## src/hdl/fre_pkg.sv

```systemverilog
`default_nettype none
// ----------------------------------------------------------------------------
// fre_pkg
// Shared types, constants and helpers of the fragment reassembly engine.
// ----------------------------------------------------------------------------
package fre_pkg;

  localparam int unsigned SLOTS_DEF          = 4;
  localparam int unsigned MAX_PACKET_DEF     = 256;
  localparam int unsigned MAX_FRAG_BYTES_DEF = 64;
  localparam int unsigned MAX_FRAGS_DEF      = 32;

  // Stored length field is wide enough for the largest supported packet.
  localparam int unsigned TOTAL_W = 11;
  localparam int unsigned COUNT_W = 6;
  localparam int unsigned MASK_W  = 32;

  localparam logic [15:0] TIMEOUT_RESET = 16'd5000;
  localparam logic [31:0] FNV_OFFSET    = 32'h811C_9DC5;
  localparam logic [31:0] FNV_PRIME     = 32'h0100_0193;

  localparam logic [2:0] STATUS_STORED   = 3'd0;
  localparam logic [2:0] STATUS_REJECT   = 3'd1;
  localparam logic [2:0] STATUS_MISMATCH = 3'd2;
  localparam logic [2:0] STATUS_CKSUM    = 3'd3;
  localparam logic [2:0] STATUS_DATA     = 3'd4;

  typedef enum logic [1:0] {
    FR_STORE    = 2'd0,
    FR_REJECT   = 2'd1,
    FR_MISMATCH = 2'd2
  } frag_mode_t;

  typedef struct packed {
    logic [63:0]         source;
    logic [31:0]         origin;
    logic [31:0]         ident;
    logic [TOTAL_W-1:0]  total;
    logic [COUNT_W-1:0]  count;
    logic [MASK_W-1:0]   mask;
    logic [31:0]         stamp;
  } slot_entry_t;

  typedef struct packed {
    logic        rd_en;
    logic        wr_en;
    logic        set_valid;
    logic        clr_valid;
    slot_entry_t wr_data;
  } slot_ctl_t;

  typedef struct packed {
    logic [2:0]  status;
    logic [63:0] data_word;
    logic [3:0]  word_bytes;
    logic        last_word;
    logic [31:0] origin;
    logic [31:0] ident;
  } result_t;

  function automatic logic [MASK_W-1:0] full_mask(input logic [COUNT_W-1:0] count);
    logic [MASK_W:0] one_hot;
    begin
      one_hot = (MASK_W+1)'(1) << count;
      return MASK_W'(one_hot - 1'b1);
    end
  endfunction

endpackage
`default_nettype wire

```

## src/hdl/fre_slot_mem.sv

```systemverilog
`default_nettype none
// ----------------------------------------------------------------------------
// fre_slot_mem
// Context slot table: one synchronous memory of slot entries with a
// registered read port, plus a valid flag per slot that reset clears.
// ----------------------------------------------------------------------------
module fre_slot_mem
  import fre_pkg::*;
#(
  parameter int unsigned SLOTS = SLOTS_DEF,
  parameter int unsigned SW    = (SLOTS > 1) ? $clog2(SLOTS) : 1
) (
  input  wire logic        clk,
  input  wire logic        rst,
  input  wire slot_ctl_t   ctl,
  input  wire logic [SW-1:0] rd_addr,
  input  wire logic [SW-1:0] wr_addr,
  output slot_entry_t      rd_entry,
  output logic             rd_valid
);

  slot_entry_t      mem [SLOTS];
  logic [SLOTS-1:0] valid;

  always_ff @(posedge clk) begin
    if (ctl.wr_en) begin
      mem[wr_addr] <= ctl.wr_data;
    end
    if (ctl.rd_en) begin
      rd_entry <= mem[rd_addr];
      rd_valid <= valid[rd_addr];
    end
  end

  always_ff @(posedge clk) begin
    if (rst) begin
      valid <= '0;
    end else if (ctl.wr_en && ctl.set_valid) begin
      valid[wr_addr] <= 1'b1;
    end else if (ctl.clr_valid) begin
      valid[wr_addr] <= 1'b0;
    end
  end

endmodule
`default_nettype wire

```

## config.mk

```make
export PLATFORM = sky130hd
export DESIGN_NAME = fre_slot_mem
export DESIGN_NICKNAME = d
export VERILOG_FILES = /design/src/hdl/fre_pkg.sv /design/src/hdl/fre_slot_mem.sv
export SDC_FILE = /design/constraint.sdc
export NUM_CORES = 1
export LEC_CHECK = 0
export BUFFER_PORTS_ARGS = -buffer_cell sky130_fd_sc_hd__buf_2
export CAP_MARGIN = 20
export CELL_PAD_IN_SITES_DETAIL_PLACEMENT = 0
export CELL_PAD_IN_SITES_GLOBAL_PLACEMENT = 1
export CORE_MARGIN = 8
export CORE_UTILIZATION = 54
export CTS_BUF_LIST = sky130_fd_sc_hd__clkbuf_8
export DETAILED_ROUTE_END_ITERATION = 12
export PLACE_DENSITY_LB_ADDON = 0.1
export SYNTH_ARGS = -nofsm -noshare
export SYNTH_HDL_FRONTEND = slang
export SYNTH_SLANG_ARGS = --single-unit
```

## constraint.sdc

```tcl
create_clock -name clk -period 20.7 [get_ports clk]
set_input_delay 3.105 -clock clk [delete_from_list [all_inputs] [get_ports clk]]
set_output_delay 3.105 -clock clk [all_outputs]
set_load 0.02 [all_outputs]
```

# After elaboration in Yosys (flattened, before gate mapping)
# Memory sizes are Yosys's and may differ from the RTL's. A register that Yosys moved wholly into a read port is not among the register bits.
# Index checks and enable logic that the tools add are counted.
[classes]
n_lt_le_gt_ge = 3
n_reduce_logical = 3
bitwise = 3
muxes = 8
[ops]
columns = ["cell", "count"]
rows = [
  ["$mux 4", 2],
  ["$lt 2x3->1 const B", 2],
  ["$and 4x4->4", 1],
  ["$mux 1", 4],
  ["$not 4->4", 1],
  ["$or 4x4->4", 1],
  ["$bmux 1 s2", 1],
  ["$demux 1 s2", 1],
  ["$ge 2x1->1 const B", 1],
  ["$logic_and 1x1->1", 2],
  ["$reduce_bool 2->1", 1],
]
[word_totals]
ram_bits = 836
elab_cells = 20
in_bits = 219
regBits = 5
memories = 1
[memory_table]
columns = ["name", "words", "width", "read_ports", "rd_clocked_by_memory_dff", "wr", "line_no", "source"]
rows = [
  ["mem", 4, 209, 1, 1, 1, "fre_slot_mem.sv:22", "slot_entry_t mem [SLOTS];"],
]

# Logic depth before layout (Yosys ltp)
# Gate-level depths: netlist of the first run.
[depth]
depth_word = 8
depth_mapped = 4

# Worst setup path after synthesis of the first run
# No wires, ideal clock.
[synth_path]
kind = "input-to-reg"
from = "input wr_addr[0]"
to = "memory mem[0][0] in the netlist's numbering, enable pin"
slack_ns = 2.194
stages = 1
setup_ns = 1.037
n_path_buf = 0
arrival_ns = 17.469
cell_sequence = "nor3_1"
[synth_lines]
columns = ["element", "line_no", "source"]
rows = [
  ["start: declaration", "fre_slot_mem.sv:17", "input wire logic [SW-1:0] wr_addr,"],
  ["end: declaration", "fre_slot_mem.sv:22", ""],
]
# Straight into the memory's write port.

# Worst setup path in the final report of the first run
[layout_path]
from = "input rd_addr[1]"
to = "register rd_entry[123] (netlist name)"
[layout_lines]
columns = ["element", "line_no", "source"]
rows = [
  ["start: declaration", "fre_slot_mem.sv:16", "input wire logic [SW-1:0] rd_addr,"],
]
# No word-level cell between the ends.

==> results of run 1 <==
==> worst max-delay path: cells and delay by family <==
kind | cells | cell delay [ns]
mux | 1 | 0.42
buf+inv | 3 | 2.28
==> metrics by stage <==
step	hold WS (ns)	total power [mW]	worst slack, ns
after floorplan	0.449	2.71	2.19
after global placement	0.474	2.80	14.31
after detailed placement	0.465	2.81	14.33
after CTS	0.473	4.36	15.19
after global routing	0.486	4.46	15.14
final	0.472	4.30	15.27
==> area by class of cell <==
cell class,instances,area [um2]
Clock buffer,171,2350
Sequential cell,1050,31500
Antenna cell,11,27.5
Inverter,4,15.0
Timing Repair Buffer,448,2360
Multi-Input combinational cell,227,4870
Tap cell,882,1100
Fill cell,4696,25300
Clock inverter,120,569
==> power by group <==
| part | switching, mW | leakage [nW] | internal (mW) |
|---|---|---|---|
| clock | 0.760 | 1.74 | 0.780 |
| combinational | 0.152 | 3.20 | 0.0993 |
| sequential | 0.0310 | 9.77 | 2.47 |
| total | 0.943 | 14.7 | 3.35 |
==> how the worst max path moves through the flow <==
stage               slack [ns]                       to        from  depth (start not counted)
floorplan                 2.19      mem[0][0]$_DFFE_PP_  wr_addr[0]                          1
global placement         14.31   rd_entry[42]$_DFFE_PP_  rd_addr[1]                          4
detailed placement       14.33  rd_entry[123]$_DFFE_PP_  rd_addr[1]                          4
CTS                      15.19   rd_entry[77]$_DFFE_PP_  rd_addr[1]                          4
global route             15.14  rd_entry[123]$_DFFE_PP_  rd_addr[1]                          4
finish                   15.27  rd_entry[123]$_DFFE_PP_  rd_addr[1]                          4
==> registers in the layout (all words and copies together) (netlist names), named ones only <==
| signal | cells |
|---|---|
| mem | 836 |
| rd_entry | 209 |
| rd_valid | 1 |
==> logic make-up (layout without fill, tap and decap cells) <==
logic type      Yosys count  in the layout
mux                     210            210
flops                  1050           1050
buf+inv                  51            743
other cells               0             11
compound gates            4              4
simple gates             13             13
==> layer usage <==
metal / vias to the layer above / global-route usage
met4: 28 / 0.0613
met3: 140 / 0.0679
met5: - / 0
met1: 8296 / 0.243
met2: 521 / 0.304
li1: 6942 / -
==> placed cells by master (no fill, tap or decap), types with 6 or more instances in the layout <==
master / instances
edfxtp_1: 1046
buf_2: 425
mux4_2: 210
clkbuf_8: 172
inv_1: 72
clkinv_1: 31
buf_4: 17
diode_2: 11
clkinv_2: 8
inv_6: 6
==> qor.csv, run 1 <==
metric,value,unit
run status,completed,
dominant synthesized flop cell,edfxtp_1,
Netlist cell types,18,
DRT Wirelength,73.1,mm
Pwr Density,100,nW/um2
CP Launch Type,primary input,
reg-to-reg endpoint,rd_entry[149]$_DFFE_PP_,
CTS Sinks,1050,
post-CTS sizing,0,
Syn Nets,1547,
initial antenna violation count,30,
relative slew slack,0.317,
"Cell Area, Synth",36900,um2
Yosys top cell by area,edfxtp_1,
die span in x,277,um
cell repeated most along the worst path,buf_4,
routed wl met2,36.6,mm
root buffer cell,clkbuf_8,
combinational family with the most area after synthesis,multiplexers,
number of synthesized flops with an enable pin,1046,
Via density,5.47,
synth cell count leaders,"edfxtp_1, mux4_2, buf_12, buf_2",
Synth area leaders,"edfxtp_1, mux4_2, buf_12, buf_2, dfxtp_1",
CTS tree,yes,
largest net degree at the start of global routing,134,
routability cong.,0.738,
# rows,96,
clk_lat worst skew,0.77,ns
layout cells sized above 1,0.423,
Final Cell Area,42800,um2
Final TNS setup,0,ns
Post-Syn Area per Cell,27.8,um2
vias in the first global route,17100,
Final min period,5.43,ns
FF-to-FF path depth,1,
Detail Route Antenna Nets,0,
Clock Skew,0.0222,ns
synthesis-stage register bit count,1050,
"count leader, synth",edfxtp_1,
WL/cell,25.1,um
wire length of the first global-routing pass,108,mm
max cap viols,0,
CP Cell Sequence,clkbuf_8 > buf_4 > buf_4 > mux4_2,
Hold Fails Final Rpt,0,
# IOs,429,
DP Area,39800,um2
max-slew violations,0,
DRT Pass-1 Iters,5,
GRT Total Usage,0.190,
Synth Area in Compound Gates,0.000949,
CP max stage cell,buf_4,
Layout Cells excl Fill,2913,
Worst Path Required,21.19,ns
Ys Warns,0,
# port buffers,428,
number of CTS-inserted buffers,165,
grt total ovfl,0,
CP Class,primary input to flop,
top sig layer,met5,
placed cell count,2611,
hold_buf cts,0,
crit path capture type,flop,
P_leak,14.7,nW
area share of xor/xnor cells in the synthesized design,0,
die span in y,277,um
Gate Count Post-Synth,1328,
initial drt markers,1121,
"area fraction in and, or, nand and nor cells after synthesis",0.00210,
Critical Path AT,5.92,ns
Clock H-tree levels,4,
drt drc,0,
post-synthesis mux area share,0.128,
adder-cell area share of the yosys netlist,0,
Area Overhead vs Synth,15.9,%
sequential element share of the synthesized area,0.853,
CORE AREA,68100,um2
post-CTS setup buffer count,0,
delay of the slowest critical-path stage,0.88,ns
RSZ-0062 raised after global routing,false,
endpoints failing setup,0,
Max Fclk,184,MHz
final core utilization,0.628,
CTS Buffer Depth,3,
Yosys top cell area share,0.851,
via count,15900,
Initial Utilization,0.542,
hold path cells,2,
DPL Wire Length,42.3,mm
CTS clock-pin slew for the worst setup and hold paths,0.06,ns
die area,77000,um2
met1 WL,29.1,mm
Final #Nets,2115,
Tcrit/Tclk final,0.262,
worst-path fanout max,94,
worst r2r src,mem[3][149]$_DFFE_PP_,
Hold WC Path Type,flop to flop,
maximum vdd ir drop,0.0648,mV
Async SR Flop Fraction,0,
internal reg-to-reg setup slack,19.57,ns
metal3 WL,5.71,mm
Slew @ Worst Pin,1.02,ns
No activity file was read; power rests on OpenSTA's default activity.
==> inputs of run 2 (changes only) <==
==> constraint.sdc (replaced) <==
create_clock -name clk -period 5.3 [get_ports clk]
set_input_delay 0.795 -clock clk [delete_from_list [all_inputs] [get_ports clk]]
set_output_delay 0.795 -clock clk [all_outputs]
set_load 0.02 [all_outputs]
==> run 2 against run 1 <==
Net effect:
- combinational power grew to 4.0 times the previous value
- critical endpoint is now rd_entry[104]
- power grew to 3.9 times the previous value
- largest cell class unchanged
- critical path type is now flop to output pin
- global-route usage is 0.073 points higher
- register-to-register slack worse by 15 ns
==> qor.csv, run 2 (same netlist as run 1, synthesis figures left out) <==
metric,value,unit,change
run status,completed,,
Via density,5.45,,-0.30%
internal reg-to-reg setup slack,4.17,ns,-15.40 ns
Hold WC Path Type,primary input to flop,,
Clock H-tree levels,4,,unchanged
CP max stage cell,edfxtp_1,,
die area,77000,um2,unchanged
WP depth,1,,-3
number of CTS-inserted buffers,165,,unchanged
Comb pwr share,0.060,,+0.002
Worst Setup SP,rd_entry[104]$_DFFE_PP_,,
drt drc,0,,unchanged
max cap viols,0,,unchanged
most frequent cells in the layout,"edfxtp_1, buf_2, mux4_2, clkbuf_8, inv_1",,
DRT Wirelength,73.5,mm,+0.61%
CTS tree,yes,,
routability cong.,0.747,,+1.2%
DRT Pass-1 Iters,5,,unchanged
RSZ-0062 raised after global routing,false,,
worst-path fanout max,1,,-99%
Final min period,2.21,ns,
delay of the slowest critical-path stage,0.46,ns,-0.42 ns
CTS Sinks,1050,,unchanged
initial antenna violation count,29,,-3.3%
CP Class,flop to output pin,,
vias in the first global route,17100,,-0.12%
Critical Path AT,1.42,ns,-4.50 ns
grt total ovfl,0,,unchanged
GRT Total Usage,0.190,,+0.000728
reg-to-reg endpoint,rd_entry[90]$_DFFE_PP_,,
CTS clock-pin slew for the worst setup and hold paths,0.06,ns,about the same
# port buffers,428,,unchanged
critical path endpoint,rd_entry[104],,
Area Overhead vs Synth,16.6,%,
root buffer cell,clkbuf_8,,
Tcrit/Tclk final,0.417,,
Layout Cells excl Fill,2932,,+0.65%
Psw,3.69,mW,+290%
wire length of the first global-routing pass,108,mm,about the same
Regs by FF count,"mem: 836 flops, rd_entry: 209 flops, rd_valid: 1 flops",,
Detail Route Antenna Nets,0,,unchanged
Max Fclk,452,MHz,
# IOs,429,,unchanged
largest net degree at the start of global routing,107,,-20%
post-CTS sizing,0,,unchanged
post-CTS setup buffer count,0,,unchanged
pre-CTS setup slack,2.34,ns,-11.99 ns
Biggest register,mem,,
CORE AREA,68100,um2,unchanged
# rows,96,,unchanged
switch share,0.219,,-0.000259
WL/cell,25.1,um,about the same
maximum vdd ir drop,0.267,mV,+310%
clock network fraction of total power,0.361,,+0.003
FF-to-FF path depth,1,,unchanged
placed cell count,2623,,+0.46%
CTS Buffer Depth,3,,unchanged
Hold Fails Final Rpt,0,,unchanged
Initial Utilization,0.542,,unchanged
CP Launch Type,flop,,
DPL Wire Length,43.3,mm,+2.4%
Slew @ Worst Pin,1.00,ns,-0.0226 ns
Worst Path Required,4.51,ns,-16.68 ns
Pwr Density,392,nW/um2,+290%
relative slew slack,0.331,,+0.0135
via count,16000,,+0.35%
P_leak,14.8,nW,+0.61%
final core utilization,0.632,,+0.00382
crit path capture type,output pin,,
Clock Skew,0.0322,ns,+0.00999 ns
worst r2r src,mem[3][90]$_DFFE_PP_,,
layout cells sized above 1,0.429,,+0.00615
endpoints failing setup,0,,unchanged
Fill cells,4721,,+0.53%
initial drt markers,1003,,-11%
Final #Nets,2127,,+0.57%
Seq pwr share,0.579,,-0.004
crit-path leading delay family,flip-flops,,
max-slew violations,0,,unchanged
die span in x,277,um,unchanged
Setup WS post-layout,3.09,ns,-12.18 ns
internal power,13.2,mW,+290%
CP Cell Sequence,buf_2,,
clk_lat worst skew,0.77,ns,about the same
max reg flops,836,,unchanged
die span in y,277,um,unchanged
"Buf+Inv Stages, Crit Path",1,,-2
hold_buf cts,0,,unchanged
"commonest non-fill, non-tap cell in the layout",edfxtp_1,,
## run 2: cell types whose count changed in the layout (fill, tap and decap cells not counted), moves of 2 or more
| cell | before | now |
|---|---|---|
| buf_12 | 3 | 12 |
| inv_1 | 72 | 65 |
| clkinv_2 | 8 | 14 |
| diode_2 | 11 | 17 |
| inv_6 | 6 | 2 |
| buf_4 | 17 | 20 |
| clkbuf_8 | 172 | 169 |
| inv_8 | 1 | 4 |
| bufinv_16 | 1 | 3 |
| clkinv_1 | 31 | 33 |
| clkinvlp_4 | 2 | 4 |
## run 2: per-stage QoR
stage / hold WS [ns] / power [mW] / setup TNS (ns) / area (um2)
5_1_grt: 0.141 / 17.5 / 0 / 43000
3_3_place_gp: 0.472 / 10.9 / 0 / 40000
2_1_floorplan: 0.449 / 10.5 / -865.49 / 36900
6_report: 0.230 / 16.9 / 0 / 43000
4_1_cts: 0.126 / 17.1 / 0 / 43000
3_5_place_dp: 0.470 / 11.0 / 0 / 40000
## run 2: power groups by stage
| stage | Combinational [mW] | Sequential (mW) | Clock, mW |
|---|---|---|---|
| finish | 1.00 | 9.77 | 6.09 |
| global route | 1.08 | 9.80 | 6.64 |
| CTS | 1.03 | 9.77 | 6.31 |
| detailed placement | 1.03 | 9.94 | 0 |
| global placement | 1.01 | 9.92 | 0 |
| floorplan | 0.431 | 10.1 | 0 |
## run 2: how the worst min path moves through the flow
stage            start                    to  slack, ns  depth (start not counted)
2_1_floorplan     flop                  flop       0.45                          2
3_3_place_gp      flop                  flop       0.47                          2
3_5_place_dp      flop                  flop       0.47                          2
4_1_cts        ctl[57]  mem[3][57]$_DFFE_PP_       0.13                          1
5_1_grt        ctl[57]  mem[1][57]$_DFFE_PP_       0.14                          1
6_report       ctl[57]  mem[0][57]$_DFFE_PP_       0.23                          1
## run 2: final cells by class
type / count / area (um2) / share of cell area
Sequential cell: 1050 / 31500 / 0.732
Multi-Input combinational cell: 227 / 4880 / 0.113
Timing Repair Buffer: 460 / 2560 / 0.0595
Clock buffer: 168 / 2310 / 0.0537
Tap cell: 882 / 1100 / 0.0256
Clock inverter: 124 / 647 / 0.0150
Antenna cell: 17 / 42.5 / 0.000988
Inverter: 4 / 15.0 / 0.000349
## run 2: per-layer routing
metal	routed length (um)	GRT usage	up-vias
met1	27900	0.230	8325
met3	6010	0.0725	150
met5	133	0	-
li1	-	-	6985
met2	37200	0.309	502
met4	2230	0.0765	20
==> inputs of run 3 (changes only) <==
--- a/config.mk
+++ b/config.mk
@@ -5,12 +5,13 @@
 export SDC_FILE = /design/constraint.sdc
 export NUM_CORES = 1
 export LEC_CHECK = 0
+export ABC_AREA = 1
 export BUFFER_PORTS_ARGS = -buffer_cell sky130_fd_sc_hd__buf_2
 export CAP_MARGIN = 20
 export CELL_PAD_IN_SITES_DETAIL_PLACEMENT = 0
 export CELL_PAD_IN_SITES_GLOBAL_PLACEMENT = 1
 export CORE_MARGIN = 8
-export CORE_UTILIZATION = 54
+export CORE_UTILIZATION = 46
 export CTS_BUF_LIST = sky130_fd_sc_hd__clkbuf_8
 export DETAILED_ROUTE_END_ITERATION = 12
 export PLACE_DENSITY_LB_ADDON = 0.1
==> constraint.sdc (replaced) <==
create_clock -name clk -period 2 [get_ports clk]
set_input_delay 0.3 -clock clk [delete_from_list [all_inputs] [get_ports clk]]
set_output_delay 0.3 -clock clk [all_outputs]
set_load 0.02 [all_outputs]
==> run 3 against run 2 <==
Net effect:
- clock skew up 0.0044 ns
- clock power rose to 2.7 times the previous value
- clock-buffer cell count up 8
- utilization down 5.4 points
- worst setup slack worse by 2.8 ns
- combinational power rose to 3.6 times the previous value
- largest cell class unchanged
==> qor.csv, run 3 <==
metric,value,unit,change
Area Overhead vs Synth,25.0,%,
Ys Warns,0,,unchanged
Final Cell Area,49000,um2,+14%
crit-path leading delay family,flip-flops,,
WL/cell,18.5,um,-26%
maximum vdd ir drop,0.577,mV,+120%
"Cell Area, Synth",39200,um2,+6.1%
delay of the slowest critical-path stage,0.47,ns,about the same
CP Class,flop to output pin,,
Final #Nets,3698,,+74%
drt drc,0,,unchanged
Initial Utilization,0.462,,-0.0797
sequential element share of the synthesized area,0.804,,-0.0494
max-slew violations,0,,unchanged
# IOs,429,,unchanged
Async SR Flop Fraction,0,,unchanged
grt total ovfl,0,,unchanged
DRT Pass-1 Iters,7,,+2
wire length of the first global-routing pass,135,mm,+25%
# rows,107,,+11%
synth cell count leaders,"edfxtp_1, nand2_1, inv_1, a21oi_1",,
DP Area,43700,um2,+9.1%
root buffer cell,clkbuf_8,,
Biggest register,mem,,
Netlist cell types,17,,-1
run status,completed,,
Hold Fails Final Rpt,0,,unchanged
initial drt markers,1443,,+44%
Synth area leaders,"edfxtp_1, nand2_1, inv_1, o211ai_1, a21oi_1",,
largest net degree at the start of global routing,102,,-4.7%
Pwr Density,941,nW/um2,+140%
CTS Buffer Depth,3,,unchanged
CORE AREA,84700,um2,+24%
hold_buf cts,222,,+222
layout cells sized above 1,0.206,,-0.223
endpoints failing setup,0,,unchanged
placed cell count,4227,,+61%
"commonest non-fill, non-tap cell in the layout",edfxtp_1,,
max reg flops,836,,unchanged
post-CTS setup buffer count,0,,unchanged
routability cong.,0.771,,+3.3%
"count leader, synth",edfxtp_1,,
synthesis-stage register bit count,1050,,unchanged
CTS Sinks,1050,,unchanged
die span in y,308,um,+11%
Syn Nets,2905,,+88%
die span in x,308,um,+11%
Via density,4.80,,-12%
CP Launch Type,flop,,
GRT Total Usage,0.184,,-0.00589
Slew @ Worst Pin,0.526,ns,-0.475 ns
# port buffers,428,,unchanged
CTS tree,yes,,
Worst Path Required,1.70,ns,-2.81 ns
Critical Path AT,1.44,ns,+0.02 ns
CP max stage cell,edfxtp_1,,
initial antenna violation count,4,,-86%
post-CTS sizing,0,,unchanged
crit path capture type,output pin,,
DPL Wire Length,56.4,mm,+30%
"Buf+Inv Stages, Crit Path",1,,unchanged
number of synthesized flops with an enable pin,1046,,unchanged
clk_lat worst skew,0.80,ns,+0.03 ns
max cap viols,0,,unchanged
Clock H-tree levels,4,,unchanged
via count,22800,,+43%
Clock Skew,0.0366,ns,+0.00444 ns
Hold WC Path Type,primary input to flop,,
Detail Route Antenna Nets,0,,unchanged
RSZ-0062 raised after global routing,false,,
Yosys top cell by area,edfxtp_1,,
DRT Wirelength,88.1,mm,+20%
Layout Cells excl Fill,4760,,+62%
vias in the first global route,23400,,+36%
Final min period,1.74,ns,
Gate Count Post-Synth,2686,,+100%
Regs by FF count,"mem: 836 flops, rd_entry: 209 flops, rd_valid: 1 flops",,
die area,94800,um2,+23%
number of CTS-inserted buffers,172,,+4.2%
Fill cells,6785,,+44%
Max Fclk,575,MHz,
CTS clock-pin slew for the worst setup and hold paths,0.06,ns,about the same
Post-Syn Area per Cell,14.6,um2,-48%
relative slew slack,0.649,,+0.318
Tcrit/Tclk final,0.870,,
most frequent cells in the layout,"edfxtp_1, inv_1, nand2_1, buf_2, dlygate4sd3_1",,
worst-path fanout max,1,,unchanged
dominant synthesized flop cell,edfxtp_1,,
Yosys top cell area share,0.802,,-0.0493
CP Cell Sequence,buf_2,,
P_leak,19.3,nW,+31%
==> run 3: worst paths after layout <==
check        slack (ns)              startpoint                 endpoint  cells past startpoint
min                0.09              rd_addr[0]   rd_entry[13]$_DFFE_PP_                      4
max                0.26  rd_entry[81]$_DFFE_PP_             rd_entry[81]                      1
min reg2reg        0.51   mem[0][124]$_DFFE_PP_  rd_entry[124]$_DFFE_PP_                      2
max reg2reg        0.86                    flop                     flop                      3
==> run 3: report_power, final <==
| part | switching [mW] | internal [mW] | total, mW |
|---|---|---|---|
| registers | 0.312 | 25.6 | 25.9 |
| clock network | 8.15 | 8.43 | 16.6 |
| logic | 2.28 | 1.33 | 3.61 |
| total | 10.7 | 35.3 | 46.1 |
==> run 3: kinds of logic after synthesis <==
family | synth area share
buf+inv | 0.0597
flops | 0.804
simple gates | 0.0423
compound gates | 0.0944
==> run 3: final cells by class <==
type	instances	area, um2	area share
clock inverter	130	618	0.0126
inverter	423	1600	0.0326
clock buffer	176	2420	0.0495
multi-input combinational	1071	5400	0.110
sequential	1050	31500	0.643
tap	1144	1430	0.0292
antenna	5	12.5	0.000255
timing repair buffer	761	6000	0.123
==> run 3: layer usage <==
metal / wire, um / share of wire / vias to the layer above / track usage
met5: 8 / 0.000091 / - / 0
met4: 2040 / 0.023 / 2 / 0.0583
met3: 5380 / 0.061 / 138 / 0.0472
met2: 43400 / 0.49 / 604 / 0.309
met1: 37200 / 0.42 / 10900 / 0.235
li1: - / - / 11200 / -
==> run 3: through the flow <==
step / hold slack [ns] / TNS [ns] / total power [mW] / setup slack, ns / utilization
floorplan: 0.369 / -3255.42 / 28.1 / -3.90 / -
global placement: 0.447 / 0 / 29.6 / 0.211 / 0.516
detailed placement: 0.448 / 0 / 29.7 / 0.208 / 0.516
CTS: 0.00792 / 0 / 46.8 / 0.130 / 0.578
global route: 0.0760 / 0 / 48.1 / 0.118 / 0.578
finish: 0.0934 / 0 / 46.1 / 0.260 / 0.578
