$ cat src/hdl/fre_pkg.sv
`default_nettype none
// ----------------------------------------------------------------------------
// fre_pkg
// Shared types, constants and helpers of the fragment reassembly engine.
// ----------------------------------------------------------------------------
package fre_pkg;

  localparam int unsigned SLOTS_DEF          = 4;
  localparam int unsigned MAX_PACKET_DEF     = 256;
  localparam int unsigned MAX_FRAG_BYTES_DEF = 64;
  localparam int unsigned MAX_FRAGS_DEF      = 32;

  // Stored length field is wide enough for the largest supported packet.
  localparam int unsigned TOTAL_W = 11;
  localparam int unsigned COUNT_W = 6;
  localparam int unsigned MASK_W  = 32;

  localparam logic [15:0] TIMEOUT_RESET = 16'd5000;
  localparam logic [31:0] FNV_OFFSET    = 32'h811C_9DC5;
  localparam logic [31:0] FNV_PRIME     = 32'h0100_0193;

  localparam logic [2:0] STATUS_STORED   = 3'd0;
  localparam logic [2:0] STATUS_REJECT   = 3'd1;
  localparam logic [2:0] STATUS_MISMATCH = 3'd2;
  localparam logic [2:0] STATUS_CKSUM    = 3'd3;
  localparam logic [2:0] STATUS_DATA     = 3'd4;

  typedef enum logic [1:0] {
    FR_STORE    = 2'd0,
    FR_REJECT   = 2'd1,
    FR_MISMATCH = 2'd2
  } frag_mode_t;

  typedef struct packed {
    logic [63:0]         source;
    logic [31:0]         origin;
    logic [31:0]         ident;
    logic [TOTAL_W-1:0]  total;
    logic [COUNT_W-1:0]  count;
    logic [MASK_W-1:0]   mask;
    logic [31:0]         stamp;
  } slot_entry_t;

  typedef struct packed {
    logic        rd_en;
    logic        wr_en;
    logic        set_valid;
    logic        clr_valid;
    slot_entry_t wr_data;
  } slot_ctl_t;

  typedef struct packed {
    logic [2:0]  status;
    logic [63:0] data_word;
    logic [3:0]  word_bytes;
    logic        last_word;
    logic [31:0] origin;
    logic [31:0] ident;
  } result_t;

  function automatic logic [MASK_W-1:0] full_mask(input logic [COUNT_W-1:0] count);
    logic [MASK_W:0] one_hot;
    begin
      one_hot = (MASK_W+1)'(1) << count;
      return MASK_W'(one_hot - 1'b1);
    end
  endfunction

endpackage
`default_nettype wire

$ cat src/hdl/fre_if.sv
`default_nettype none
// ----------------------------------------------------------------------------
// fre_if
// Fragment input channel and result output channel of the reassembly engine.
// ----------------------------------------------------------------------------
interface fre_frag_if;
  logic        valid;
  logic        ready;
  logic [63:0] source_address;
  logic [31:0] origin_node;
  logic [31:0] packet_ident;
  logic [15:0] total_length;
  logic [15:0] fragment_offset;
  logic [7:0]  fragment_index;
  logic [7:0]  fragment_count;
  logic [7:0]  fragment_length;
  logic [31:0] packet_checksum;
  logic [7:0]  data_byte;
  logic [31:0] now_ms;

  modport source (
    output valid, source_address, origin_node, packet_ident, total_length,
           fragment_offset, fragment_index, fragment_count, fragment_length,
           packet_checksum, data_byte, now_ms,
    input  ready
  );
  modport sink (
    input  valid, source_address, origin_node, packet_ident, total_length,
           fragment_offset, fragment_index, fragment_count, fragment_length,
           packet_checksum, data_byte, now_ms,
    output ready
  );
endinterface

interface fre_result_if;
  logic        valid;
  logic        ready;
  logic [2:0]  status;
  logic [63:0] data_word;
  logic [3:0]  word_bytes;
  logic        last_word;
  logic [31:0] out_origin_node;
  logic [31:0] out_packet_ident;

  modport source (
    output valid, status, data_word, word_bytes, last_word, out_origin_node,
           out_packet_ident,
    input  ready
  );
  modport sink (
    input  valid, status, data_word, word_bytes, last_word, out_origin_node,
           out_packet_ident,
    output ready
  );
endinterface
`default_nettype wire

$ cat src/hdl/fre_ctrl.sv
`default_nettype none
// ----------------------------------------------------------------------------
// fre_ctrl
// Sequencer: header check, slot search over the slot table, byte stores,
// slot clearing, completion hash pass, word emission and the result register.
// ----------------------------------------------------------------------------
module fre_ctrl
  import fre_pkg::*;
#(
  parameter int unsigned SLOTS          = SLOTS_DEF,
  parameter int unsigned MAX_PACKET     = MAX_PACKET_DEF,
  parameter int unsigned MAX_FRAG_BYTES = MAX_FRAG_BYTES_DEF,
  parameter int unsigned MAX_FRAGS      = MAX_FRAGS_DEF,
  parameter int unsigned SW             = (SLOTS > 1) ? $clog2(SLOTS) : 1,
  parameter int unsigned PW             = $clog2(MAX_PACKET)
) (
  input  wire logic          clk,
  input  wire logic          rst,
  input  wire logic [15:0]   timeout,
  fre_frag_if.sink           fragment,
  fre_result_if.source       result,
  output slot_ctl_t          slot_ctl,
  output logic [SW-1:0]      slot_rd_addr,
  output logic [SW-1:0]      slot_wr_addr,
  input  wire slot_entry_t   slot_rd_entry,
  input  wire logic          slot_rd_valid,
  output logic               byte_we,
  output logic [SW+PW-1:0]   byte_waddr,
  output logic [7:0]         byte_wdata,
  output logic               byte_re,
  output logic [SW+PW-1:0]   byte_raddr,
  input  wire logic [7:0]    byte_rdata
);

  localparam int unsigned CW  = PW + 1;
  localparam int unsigned SCW = $clog2(SLOTS + 1);

  typedef enum logic [11:0] {
    S_ACCEPT = 12'b0000_0000_0001,
    S_SEARCH = 12'b0000_0000_0010,
    S_DECIDE = 12'b0000_0000_0100,
    S_CLEAR  = 12'b0000_0000_1000,
    S_FIRST  = 12'b0000_0001_0000,
    S_FINISH = 12'b0000_0010_0000,
    S_MASK   = 12'b0000_0100_0000,
    S_HASH   = 12'b0000_1000_0000,
    S_CHECK  = 12'b0001_0000_0000,
    S_EMIT   = 12'b0010_0000_0000,
    S_PUSH   = 12'b0100_0000_0000,
    S_REPORT = 12'b1000_0000_0000
  } state_t;

  state_t              state;
  logic                frag_open;
  frag_mode_t          mode;
  logic [63:0]         h_source;
  logic [31:0]         h_origin;
  logic [31:0]         h_ident;
  logic [15:0]         h_total;
  logic [15:0]         h_offset;
  logic [4:0]          h_index;
  logic [COUNT_W-1:0]  h_count;
  logic [7:0]          h_len;
  logic [31:0]         h_sum;
  logic [7:0]          h_byte;
  logic [31:0]         h_now;
  logic [7:0]          cnt;
  logic [SW-1:0]       slot;
  logic [2:0]          rep_status;

  logic [SCW-1:0]      sidx;
  logic                spend;
  logic [SW-1:0]       spend_idx;
  logic                found;
  logic [SW-1:0]       found_idx;
  logic [TOTAL_W-1:0]  found_total;
  logic [COUNT_W-1:0]  found_count;
  logic                free_found;
  logic [SW-1:0]       free_idx;
  logic [31:0]         min_time;
  logic [SW-1:0]       min_idx;

  logic [PW-1:0]       clr_ptr;
  logic [CW-1:0]       ptr;
  logic                pend;
  logic [CW-1:0]       pend_ptr;
  logic [CW-1:0]       wbase;
  logic [31:0]         hash;
  logic [63:0]         word;

  logic                out_valid;
  result_t             out_data;

  logic                accept;
  logic                can_push;
  logic                push;
  logic                hdr_bad;
  logic [16:0]         hdr_end;
  logic                key_hit;
  logic                free_hit;
  logic [SW-1:0]       pick;
  logic [CW-1:0]       total_c;
  logic [CW:0]         wsum;
  logic [CW-1:0]       wend;
  logic [CW-1:0]       limit;
  logic                issue;
  logic [PW-1:0]       pos;
  logic [MASK_W-1:0]   new_mask;
  logic                mask_full;
  logic                cont_end;

  assign fragment.ready = (state == S_ACCEPT);
  assign accept         = fragment.valid && fragment.ready;
  assign can_push       = !out_valid || result.ready;
  assign push           = ((state == S_PUSH) || (state == S_REPORT)) && can_push;

  assign result.valid            = out_valid;
  assign result.status           = out_data.status;
  assign result.data_word        = out_data.data_word;
  assign result.word_bytes       = out_data.word_bytes;
  assign result.last_word        = out_data.last_word;
  assign result.out_origin_node  = out_data.origin;
  assign result.out_packet_ident = out_data.ident;

  assign hdr_end = {1'b0, fragment.fragment_offset} + 17'(fragment.fragment_length);
  assign hdr_bad = (fragment.fragment_count == 8'd0)
                || (fragment.fragment_count > 8'(MAX_FRAGS))
                || (fragment.fragment_index >= fragment.fragment_count)
                || (fragment.fragment_length > 8'(MAX_FRAG_BYTES))
                || (fragment.total_length == 16'd0)
                || ({1'b0, fragment.total_length} > 17'(MAX_PACKET))
                || (hdr_end > {1'b0, fragment.total_length});

  assign key_hit  = slot_rd_valid && (slot_rd_entry.source == h_source)
                 && (slot_rd_entry.origin == h_origin) && (slot_rd_entry.ident == h_ident);
  assign free_hit = !slot_rd_valid || ((h_now - slot_rd_entry.stamp) > {16'd0, timeout});
  assign pick     = free_found ? free_idx : min_idx;

  assign total_c = CW'(h_total);
  assign wsum    = {1'b0, wbase} + (CW+1)'(8);
  assign wend    = (wsum > {1'b0, total_c}) ? total_c : wsum[CW-1:0];
  assign limit   = (state == S_HASH) ? total_c : wend;
  assign issue   = ((state == S_HASH) || (state == S_EMIT)) && (ptr < limit);

  assign pos       = h_offset[PW-1:0] + PW'(cnt);
  assign new_mask  = slot_rd_entry.mask | (MASK_W'(1) << h_index);
  assign mask_full = (new_mask == full_mask(h_count));
  assign cont_end  = ({1'b0, cnt} + 9'd1) >= {1'b0, h_len};

  // Memory requests. Slot entries are written and read in distinct states,
  // so no access to one entry ever overlaps another.
  always_comb begin
    slot_ctl     = '0;
    slot_rd_addr = slot;
    slot_wr_addr = slot;
    byte_we      = 1'b0;
    byte_waddr   = {slot, pos};
    byte_wdata   = fragment.data_byte;
    byte_re      = issue;
    byte_raddr   = {slot, ptr[PW-1:0]};
    unique case (state)
      S_ACCEPT: begin
        byte_we = accept && frag_open && (mode == FR_STORE);
      end
      S_SEARCH: begin
        slot_ctl.rd_en = (sidx < SCW'(SLOTS));
        slot_rd_addr   = sidx[SW-1:0];
      end
      S_DECIDE: begin
        slot_ctl.wr_en          = !found;
        slot_ctl.set_valid      = !found;
        slot_wr_addr            = pick;
        slot_ctl.wr_data.source = h_source;
        slot_ctl.wr_data.origin = h_origin;
        slot_ctl.wr_data.ident  = h_ident;
        slot_ctl.wr_data.total  = h_total[TOTAL_W-1:0];
        slot_ctl.wr_data.count  = h_count;
        slot_ctl.wr_data.mask   = '0;
        slot_ctl.wr_data.stamp  = h_now;
      end
      S_CLEAR: begin
        byte_we    = 1'b1;
        byte_waddr = {slot, clr_ptr};
        byte_wdata = 8'd0;
      end
      S_FIRST: begin
        byte_we    = (h_len != 8'd0);
        byte_waddr = {slot, h_offset[PW-1:0]};
        byte_wdata = h_byte;
      end
      S_FINISH: begin
        slot_ctl.rd_en = 1'b1;
      end
      S_MASK: begin
        slot_ctl.wr_en         = 1'b1;
        slot_ctl.clr_valid     = mask_full;
        slot_ctl.wr_data       = slot_rd_entry;
        slot_ctl.wr_data.mask  = new_mask;
        slot_ctl.wr_data.stamp = h_now;
      end
      S_HASH, S_CHECK, S_EMIT, S_PUSH, S_REPORT: begin
      end
      default: begin
      end
    endcase
  end

  always_ff @(posedge clk) begin
    if (rst) begin
      state     <= S_ACCEPT;
      frag_open <= 1'b0;
      cnt       <= '0;
      out_valid <= 1'b0;
      spend     <= 1'b0;
      pend      <= 1'b0;
    end else begin
      out_valid <= push || (out_valid && !result.ready);
      unique case (state)
        S_ACCEPT: begin
          if (accept) begin
            h_now <= fragment.now_ms;
            if (!frag_open) begin
              h_source <= fragment.source_address;
              h_origin <= fragment.origin_node;
              h_ident  <= fragment.packet_ident;
              h_total  <= fragment.total_length;
              h_offset <= fragment.fragment_offset;
              h_index  <= fragment.fragment_index[4:0];
              h_count  <= fragment.fragment_count[COUNT_W-1:0];
              h_len    <= fragment.fragment_length;
              h_sum    <= fragment.packet_checksum;
              h_byte   <= fragment.data_byte;
              if (hdr_bad) begin
                mode <= FR_REJECT;
                if (fragment.fragment_length <= 8'd1) begin
                  rep_status <= STATUS_REJECT;
                  state      <= S_REPORT;
                end else begin
                  cnt       <= 8'd1;
                  frag_open <= 1'b1;
                end
              end else begin
                sidx       <= '0;
                spend      <= 1'b0;
                found      <= 1'b0;
                free_found <= 1'b0;
                state      <= S_SEARCH;
              end
            end else begin
              if (cont_end) begin
                frag_open <= 1'b0;
                cnt       <= '0;
                unique case (mode)
                  FR_STORE: state <= S_FINISH;
                  FR_REJECT: begin
                    rep_status <= STATUS_REJECT;
                    state      <= S_REPORT;
                  end
                  FR_MISMATCH: begin
                    rep_status <= STATUS_MISMATCH;
                    state      <= S_REPORT;
                  end
                  default: state <= S_ACCEPT;
                endcase
              end else begin
                cnt <= cnt + 8'd1;
              end
            end
          end
        end
        S_SEARCH: begin
          if (sidx < SCW'(SLOTS)) begin
            sidx <= sidx + 1'b1;
          end
          spend     <= (sidx < SCW'(SLOTS));
          spend_idx <= sidx[SW-1:0];
          if (spend) begin
            if (key_hit && !found) begin
              found       <= 1'b1;
              found_idx   <= spend_idx;
              found_total <= slot_rd_entry.total;
              found_count <= slot_rd_entry.count;
            end
            if (free_hit && !free_found) begin
              free_found <= 1'b1;
              free_idx   <= spend_idx;
            end
            // Strict compare keeps the lowest slot among equal stamps.
            if ((spend_idx == '0) || (slot_rd_entry.stamp < min_time)) begin
              min_time <= slot_rd_entry.stamp;
              min_idx  <= spend_idx;
            end
            if (spend_idx == SW'(SLOTS - 1)) begin
              state <= S_DECIDE;
            end
          end
        end
        S_DECIDE: begin
          if (found) begin
            if ((found_total != h_total[TOTAL_W-1:0]) || (found_count != h_count)) begin
              mode <= FR_MISMATCH;
              if (h_len <= 8'd1) begin
                rep_status <= STATUS_MISMATCH;
                state      <= S_REPORT;
              end else begin
                cnt       <= 8'd1;
                frag_open <= 1'b1;
                state     <= S_ACCEPT;
              end
            end else begin
              mode  <= FR_STORE;
              slot  <= found_idx;
              state <= S_FIRST;
            end
          end else begin
            mode    <= FR_STORE;
            slot    <= pick;
            clr_ptr <= '0;
            state   <= S_CLEAR;
          end
        end
        S_CLEAR: begin
          clr_ptr <= clr_ptr + 1'b1;
          if (clr_ptr == PW'(total_c - 1'b1)) begin
            state <= S_FIRST;
          end
        end
        S_FIRST: begin
          cnt <= 8'd1;
          if (h_len <= 8'd1) begin
            state <= S_FINISH;
          end else begin
            frag_open <= 1'b1;
            state     <= S_ACCEPT;
          end
        end
        S_FINISH: begin
          cnt   <= '0;
          state <= S_MASK;
        end
        S_MASK: begin
          if (mask_full) begin
            hash  <= FNV_OFFSET;
            ptr   <= '0;
            pend  <= 1'b0;
            state <= S_HASH;
          end else begin
            rep_status <= STATUS_STORED;
            state      <= S_REPORT;
          end
        end
        S_HASH: begin
          if (issue) begin
            ptr <= ptr + 1'b1;
          end
          pend     <= issue;
          pend_ptr <= ptr;
          if (pend) begin
            hash <= (hash ^ {24'd0, byte_rdata}) * FNV_PRIME;
            if (pend_ptr == total_c - 1'b1) begin
              state <= S_CHECK;
            end
          end
        end
        S_CHECK: begin
          if (hash != h_sum) begin
            rep_status <= STATUS_CKSUM;
            state      <= S_REPORT;
          end else begin
            ptr   <= '0;
            wbase <= '0;
            word  <= '0;
            pend  <= 1'b0;
            state <= S_EMIT;
          end
        end
        S_EMIT: begin
          if (issue) begin
            ptr <= ptr + 1'b1;
          end
          pend     <= issue;
          pend_ptr <= ptr;
          if (pend) begin
            word[{pend_ptr[2:0], 3'b000} +: 8] <= byte_rdata;
            if (pend_ptr == wend - 1'b1) begin
              state <= S_PUSH;
            end
          end
        end
        S_PUSH: begin
          if (can_push) begin
            out_data.status     <= STATUS_DATA;
            out_data.data_word  <= word;
            out_data.word_bytes <= 4'(wend - wbase);
            out_data.last_word  <= (wend == total_c);
            out_data.origin     <= h_origin;
            out_data.ident      <= h_ident;
            if (wend == total_c) begin
              state <= S_ACCEPT;
            end else begin
              wbase <= wend;
              word  <= '0;
              state <= S_EMIT;
            end
          end
        end
        S_REPORT: begin
          if (can_push) begin
            out_data.status     <= rep_status;
            out_data.data_word  <= '0;
            out_data.word_bytes <= '0;
            out_data.last_word  <= 1'b1;
            out_data.origin     <= h_origin;
            out_data.ident      <= h_ident;
            state               <= S_ACCEPT;
          end
        end
        default: state <= S_ACCEPT;
      endcase
    end
  end

endmodule
`default_nettype wire

$ cat src/flat_wrapper.sv
// flat-port wrapper written by rule: the top's interface ports become plain ports
module fre_ctrl_flat import fre_pkg::*;
#(
  parameter int unsigned SLOTS          = SLOTS_DEF,
  parameter int unsigned MAX_PACKET     = MAX_PACKET_DEF,
  parameter int unsigned MAX_FRAG_BYTES = MAX_FRAG_BYTES_DEF,
  parameter int unsigned MAX_FRAGS      = MAX_FRAGS_DEF,
  parameter int unsigned SW             = (SLOTS > 1) ? $clog2(SLOTS) : 1,
  parameter int unsigned PW             = $clog2(MAX_PACKET)
)
  (clk, rst, timeout, slot_ctl, slot_rd_addr, slot_wr_addr, slot_rd_entry, slot_rd_valid, byte_we, byte_waddr, byte_wdata, byte_re, byte_raddr, byte_rdata, fragment_valid, fragment_source_address, fragment_origin_node, fragment_packet_ident, fragment_total_length, fragment_fragment_offset, fragment_fragment_index, fragment_fragment_count, fragment_fragment_length, fragment_packet_checksum, fragment_data_byte, fragment_now_ms, fragment_ready, result_valid, result_status, result_data_word, result_word_bytes, result_last_word, result_out_origin_node, result_out_packet_ident, result_ready);
  fre_frag_if fragment_i ();
  fre_result_if result_i ();
  input  wire logic clk;
  input  wire logic rst;
  input  wire logic [15:0] timeout;
  output slot_ctl_t slot_ctl;
  output logic [SW-1:0] slot_rd_addr;
  output logic [SW-1:0] slot_wr_addr;
  input  wire slot_entry_t slot_rd_entry;
  input  wire logic slot_rd_valid;
  output logic byte_we;
  output logic [SW+PW-1:0] byte_waddr;
  output logic [7:0] byte_wdata;
  output logic byte_re;
  output logic [SW+PW-1:0] byte_raddr;
  input  wire logic [7:0] byte_rdata;
  input wire logic [$bits(fragment_i.valid)-1:0] fragment_valid;
  input wire logic [$bits(fragment_i.source_address)-1:0] fragment_source_address;
  input wire logic [$bits(fragment_i.origin_node)-1:0] fragment_origin_node;
  input wire logic [$bits(fragment_i.packet_ident)-1:0] fragment_packet_ident;
  input wire logic [$bits(fragment_i.total_length)-1:0] fragment_total_length;
  input wire logic [$bits(fragment_i.fragment_offset)-1:0] fragment_fragment_offset;
  input wire logic [$bits(fragment_i.fragment_index)-1:0] fragment_fragment_index;
  input wire logic [$bits(fragment_i.fragment_count)-1:0] fragment_fragment_count;
  input wire logic [$bits(fragment_i.fragment_length)-1:0] fragment_fragment_length;
  input wire logic [$bits(fragment_i.packet_checksum)-1:0] fragment_packet_checksum;
  input wire logic [$bits(fragment_i.data_byte)-1:0] fragment_data_byte;
  input wire logic [$bits(fragment_i.now_ms)-1:0] fragment_now_ms;
  output wire logic [$bits(fragment_i.ready)-1:0] fragment_ready;
  output wire logic [$bits(result_i.valid)-1:0] result_valid;
  output wire logic [$bits(result_i.status)-1:0] result_status;
  output wire logic [$bits(result_i.data_word)-1:0] result_data_word;
  output wire logic [$bits(result_i.word_bytes)-1:0] result_word_bytes;
  output wire logic [$bits(result_i.last_word)-1:0] result_last_word;
  output wire logic [$bits(result_i.out_origin_node)-1:0] result_out_origin_node;
  output wire logic [$bits(result_i.out_packet_ident)-1:0] result_out_packet_ident;
  input wire logic [$bits(result_i.ready)-1:0] result_ready;
  assign fragment_i.valid = fragment_valid;
  assign fragment_i.source_address = fragment_source_address;
  assign fragment_i.origin_node = fragment_origin_node;
  assign fragment_i.packet_ident = fragment_packet_ident;
  assign fragment_i.total_length = fragment_total_length;
  assign fragment_i.fragment_offset = fragment_fragment_offset;
  assign fragment_i.fragment_index = fragment_fragment_index;
  assign fragment_i.fragment_count = fragment_fragment_count;
  assign fragment_i.fragment_length = fragment_fragment_length;
  assign fragment_i.packet_checksum = fragment_packet_checksum;
  assign fragment_i.data_byte = fragment_data_byte;
  assign fragment_i.now_ms = fragment_now_ms;
  assign fragment_ready = fragment_i.ready;
  assign result_valid = result_i.valid;
  assign result_status = result_i.status;
  assign result_data_word = result_i.data_word;
  assign result_word_bytes = result_i.word_bytes;
  assign result_last_word = result_i.last_word;
  assign result_out_origin_node = result_i.out_origin_node;
  assign result_out_packet_ident = result_i.out_packet_ident;
  assign result_i.ready = result_ready;
  fre_ctrl #(.SLOTS(SLOTS), .MAX_PACKET(MAX_PACKET), .MAX_FRAG_BYTES(MAX_FRAG_BYTES), .MAX_FRAGS(MAX_FRAGS), .SW(SW), .PW(PW)) u_core (.clk(clk), .rst(rst), .timeout(timeout), .fragment(fragment_i), .result(result_i), .slot_ctl(slot_ctl), .slot_rd_addr(slot_rd_addr), .slot_wr_addr(slot_wr_addr), .slot_rd_entry(slot_rd_entry), .slot_rd_valid(slot_rd_valid), .byte_we(byte_we), .byte_waddr(byte_waddr), .byte_wdata(byte_wdata), .byte_re(byte_re), .byte_raddr(byte_raddr), .byte_rdata(byte_rdata));
endmodule
$ cat config.mk
export PLATFORM = sky130hd
export DESIGN_NAME = fre_ctrl_flat
export DESIGN_NICKNAME = d
export VERILOG_FILES = /design/src/hdl/fre_pkg.sv /design/src/hdl/fre_if.sv /design/src/hdl/fre_ctrl.sv /design/src/flat_wrapper.sv
export SDC_FILE = /design/constraint.sdc
export NUM_CORES = 2
export LEC_CHECK = 0
export ABC_AREA = 0
export BUFFER_PORTS_ARGS = -buffer_cell sky130_fd_sc_hd__buf_2
export CAP_MARGIN = 30
export CORE_AREA = 3 3 345 347
export CTS_BUF_LIST = sky130_fd_sc_hd__clkbuf_4 sky130_fd_sc_hd__clkbuf_8
export CTS_CLUSTER_DIAMETER = 40
export CTS_CLUSTER_SIZE = 28
export DETAILED_ROUTE_END_ITERATION = 12
export DIE_AREA = 0 0 348 350
export MAX_ROUTING_LAYER = met4
export SYNTH_ARGS = -nofsm -noshare
export SYNTH_HDL_FRONTEND = slang
export SYNTH_SLANG_ARGS = --single-unit
$ cat constraint.sdc
create_clock -name clk -period 34.3 [get_ports clk]
set_input_delay 3.43 -clock clk [delete_from_list [all_inputs] [get_ports clk]]
set_output_delay 3.43 -clock clk [all_outputs]
set_load 0.02 [all_outputs]
### After elaboration in Yosys (flattened, before gate mapping)

Cells that the tools add are included.

* shifts and indexed selects: 4
* reduce and logical (&&, ||, !) cells: 71
* mux-type cells: 113
* magnitude comparators: 13
* equality and inequality tests: 60
* bitwise gates (word level): 4
* multiply operators: 1
* add/sub/neg operators: 14

Operators by type and width (number)
* $pmux W209 S2: 1
* $mux W136: 2
* $pmux W136 S2: 1
* $mux W64: 4
* $mux W12: 19
* $pmux W64 S3: 1
* $pmux W12 S12: 1
* $eq A32 B32 Y1: 3
* $mux W8: 9
* $bwmux W64: 1
* $eq A64 B64 Y1: 1
* $mux W32: 2
* $pmux W32 S2: 1
* $shift A8 B8 Y64 const A: 1
* $shiftx A8 B8 Y64: 1
* $mux W9: 7
* $pmux W8 S2: 3
* $mux W3: 14
* $gt A32 B16 Y1: 1
* $lt A32 B32 Y1: 1
* $mul A32 B25 Y32 const B: 1
* $ne A2 B1 Y1 const B: 16
* $ne A32 B32 Y1: 1
* $or A32 B32 Y32: 1
* other kinds (78): 187

* register bits: 598
* output and inout port bits: 385
* logic and storage cells: 322

### Depth between registers and ports, before layout

* depth in word-level cells: 11
* depth in mapped cells: 27
* mapped depth without buffers: 26

### Worst setup path after synthesis

Ideal clock, no wire load.

* path type: input-to-reg
* start point: input rst
* end point: register u_core.h_byte[0], enable pin
* stages on the path: 3
* library setup time: 1.025 ns
* path slack: 15.540 ns
* buffers on the path: 2
* data arrival time: 17.736 ns
* required time: 33.275 ns
* cell sequence: clkbuf_1 > clkbuf_1 > nor3_1

* cells in the longest elaborated chain, start to end: 2

RTL lines
* from (decl): line flat_wrapper.sv:15 `input wire logic rst;`
* $not A1 Y1 (no source line)
* $reduce_and A4 Y1 (no source line)
* to (signal assigned): line fre_ctrl.sv:232 `h_byte <= fragment.data_byte;`
* to (decl): line fre_ctrl.sv:65 `logic [7:0] h_byte;`

Every way passes these cells.
A chain may end at the register's enable or synchronous reset.

==> metrics.yaml <==
drive_gt1_share_pct: 25.4
ys_top_cells_by_count: "573 x edfxtp_1, 423 x inv_1, 347 x ha_1, 225 x xnor2_1, 207 x nand2_1"
synth_most_common_cell: "edfxtp_1"
grt_pass1_wl_mm: 237
die_area_mm2: 0.122
rr_worst_depth: 26
globalplace.congestion: 1.08
hold_buffers: 0
synthArstFlopShare_pct: 0
grt_start_max_net_pins: 174
post_cts_buffers: 0
dp_hpwl_mm: 142
synth_cell_type_count: 92
cp_max_fo: 3
syn_nets: 4556
clock_latency_ns: 0.86
tightest_slew_ns: 1.17
rsz0062_at_grt: "false"
routed_wirelength_mm: 172
yosys_warnings: 0
synth_top_area_share_pct: 44.3
drv_cap: 0
routed_via_density: 5.27
die_h_um: 350
rr_startpoint: "u_core.hash[5]"
num_rows: 125
startpoint_type: "input port"
min-delay-start: "u_core.h_ident[13]"
crit_type: "in -> out"
clock-sinks: 597
worstSetupStartpoint: "slot_rd_entry[59]"
route.vias.total: 32800
synth-edff-count: 573
cts_tree: "yes"
seq_power_share_pct: 40.6
finalSetupViolCount: 0
peakVddDrop_v: 0.0000379
fin_ws_ns: 24.72
synth_area_leader_cell: "edfxtp_1"
p_switching_uw: 718
holdPathStages: 0
grt_pass1_vias: 31900
design.core.area_mm2: 0.116
ys_seq_area_share_pct: 45.6
hold_slack_ns: 0.477
netlist_top_cells_area: "edfxtp_1 44%, ha_1 11%, xnor2_1 5.1%"
cts_root_buf: "clkbuf_8"
status: "finished, final reports clean"
netlist_area_mm2: 0.0388
clockPowerShare_pct: 37.9
finalCritPeriodShare_pct: 27.9
dr.first_iter.drc_count: 3043
crit_arrival_ns: 6.15
grt.overflow.total: 0
fin_total_pwr_uw: 2220
grtUsageTotal_pct: 28.3
htreeDepth: 3
nNetsFinal: 5450
pre_cts_ws_ns: 24.12
final.fill_count: 11500
cts_resized: 0
syn_avg_cell_area_um2: 10.7
firstDrtPassIters: 6
cp_data_required_time_ns: 30.87
syn_inst: 3637
synthFlopType: "edfxtp_1"
final_area_mm2: 0.0479
die_w_um: 348
numPortBuffers: 878
end_kind: "output pin"
swShare_pct: 32.4
setup-tns-final_ns: 0
wl_per_cell_um: 27.7
cts_max_path_buffers: 3
initial_core_util_pct: 33.4
finClkSkew_ns: 0.0468
cts_buffers: 113
hold_class: "reg -> reg"
drcViolationCount: 0
path_clk_slew_ns: 0.05
area_growth_pct: 23.5
internal-power_uw: 1500
io_pins: 879
drtAntennaViolNets: 0
leakagePower_uw: 0.0209
slew_headroom_pct: 22.1
synth-seq-cells: 597
min_period_ns: 9.58
placed_cell_area_mm2: 0.0450
hold_viol: 0
max_freq_mhz: 104
comb_power_share_pct: 21.5
antenna_found_initial: 108
power.density_mw_per_mm2: 46.2
drv_slew: 0
==> power by group through the flow <==
stage	clock network (µW)	registers, µW	logic, µW
after detailed placement	0	914	472
after floorplan	0	922	313
after global routing	893	902	531
after CTS	861	898	475
final	840	899	478
after global placement	0	913	469
==> per-layer routing <==
layer	track usage [%]	up-vias	part of all wire (%)	wire (µm)
met4	12.6	0	5.2	8970
li1	-	14900	-	-
met2	47.5	1654	49	85000
met3	7.75	369	8.4	14500
met1	31.5	15900	37	63800
met5	-	-	0	0
==> logic make-up after synthesis <==
logic type / after synthesis / share of synthesized area, %
and+or+nand+nor: 975 / 12.9
AOI/OAI and AO/OA: 665 / 11.4
DFF: 597 / 45.6
buffers and inverters: 579 / 5.75
adders and majority gates: 425 / 15.2
xor gates and xnor gates: 355 / 8.01
muxes: 41 / 1.10
==> final timing paths <==
kind	end	slack (ns)
min reg2reg	u_core.result.out_packet_ident[13]	0.48
max	slot_ctl[209]	24.72
max reg2reg	u_core.hash[31]	27.40
min	u_core.result.out_packet_ident[13]	0.48
==> state kept, by name, summed over array words and instances, names as in the netlist, 12 cells and up <==
| register | flops |
|---|---|
| u_core.word | 64 |
| u_core.h_sum | 32 |
| u_core.state | 12 |
| u_core.min_time | 32 |
| u_core.result.data_word | 64 |
| u_core.result.out_origin_node | 32 |
| u_core.h_now | 32 |
| u_core.h_source | 64 |
| u_core.h_ident | 32 |
| u_core.hash | 32 |
| u_core.h_origin | 32 |
| u_core.result.out_packet_ident | 32 |
==> cell usage in the layout, fill, tap and decap left out, types with 90 or more instances in the layout <==
cell      count
o21ai_0     113
a21oi_1     203
nand3_1     119
a22o_1      125
nand2_1     207
xnor2_1     225
buf_2       883
clkbuf_8    116
inv_1       423
nor2_1      202
ha_1        347
edfxtp_1    573
xor2_1      130
and2_1       90
==> worst max-delay path, cell delays in order <==
cell	delay [ns]
buf_2	0.11
a21oi_1	0.56
xor2_1	0.21
xor2_1	0.20
o31ai_1	0.29
nand4b_1	0.14
nor4_1	0.57
nand2_1	0.23
inv_1	0.14
buf_2	0.24
==> cell type report <==
cell class	instances	area [µm²]	share of cell area, %
clock inverters	92	1060	2.22
clock buffers	123	1650	3.44
inverters	428	1610	3.35
diodes	69	173	0.360
repair buffers	930	4840	10.1
multi-input cells	2461	19000	39.7
flip-flops and latches	597	17700	36.9
well taps	1524	1910	3.98
==> per-stage QoR <==
| stage | utilization (%) | std cells |
|---|---|---|
| floorplan | - | 3637 |
| global placement | 38.6 | 5927 |
| detailed placement | 38.7 | 5938 |
| CTS | 41.1 | 6153 |
| global route | 41.2 | 6204 |
| finish | 41.3 | 6224 |
Note: power is estimated with default switching activity, not from simulation.
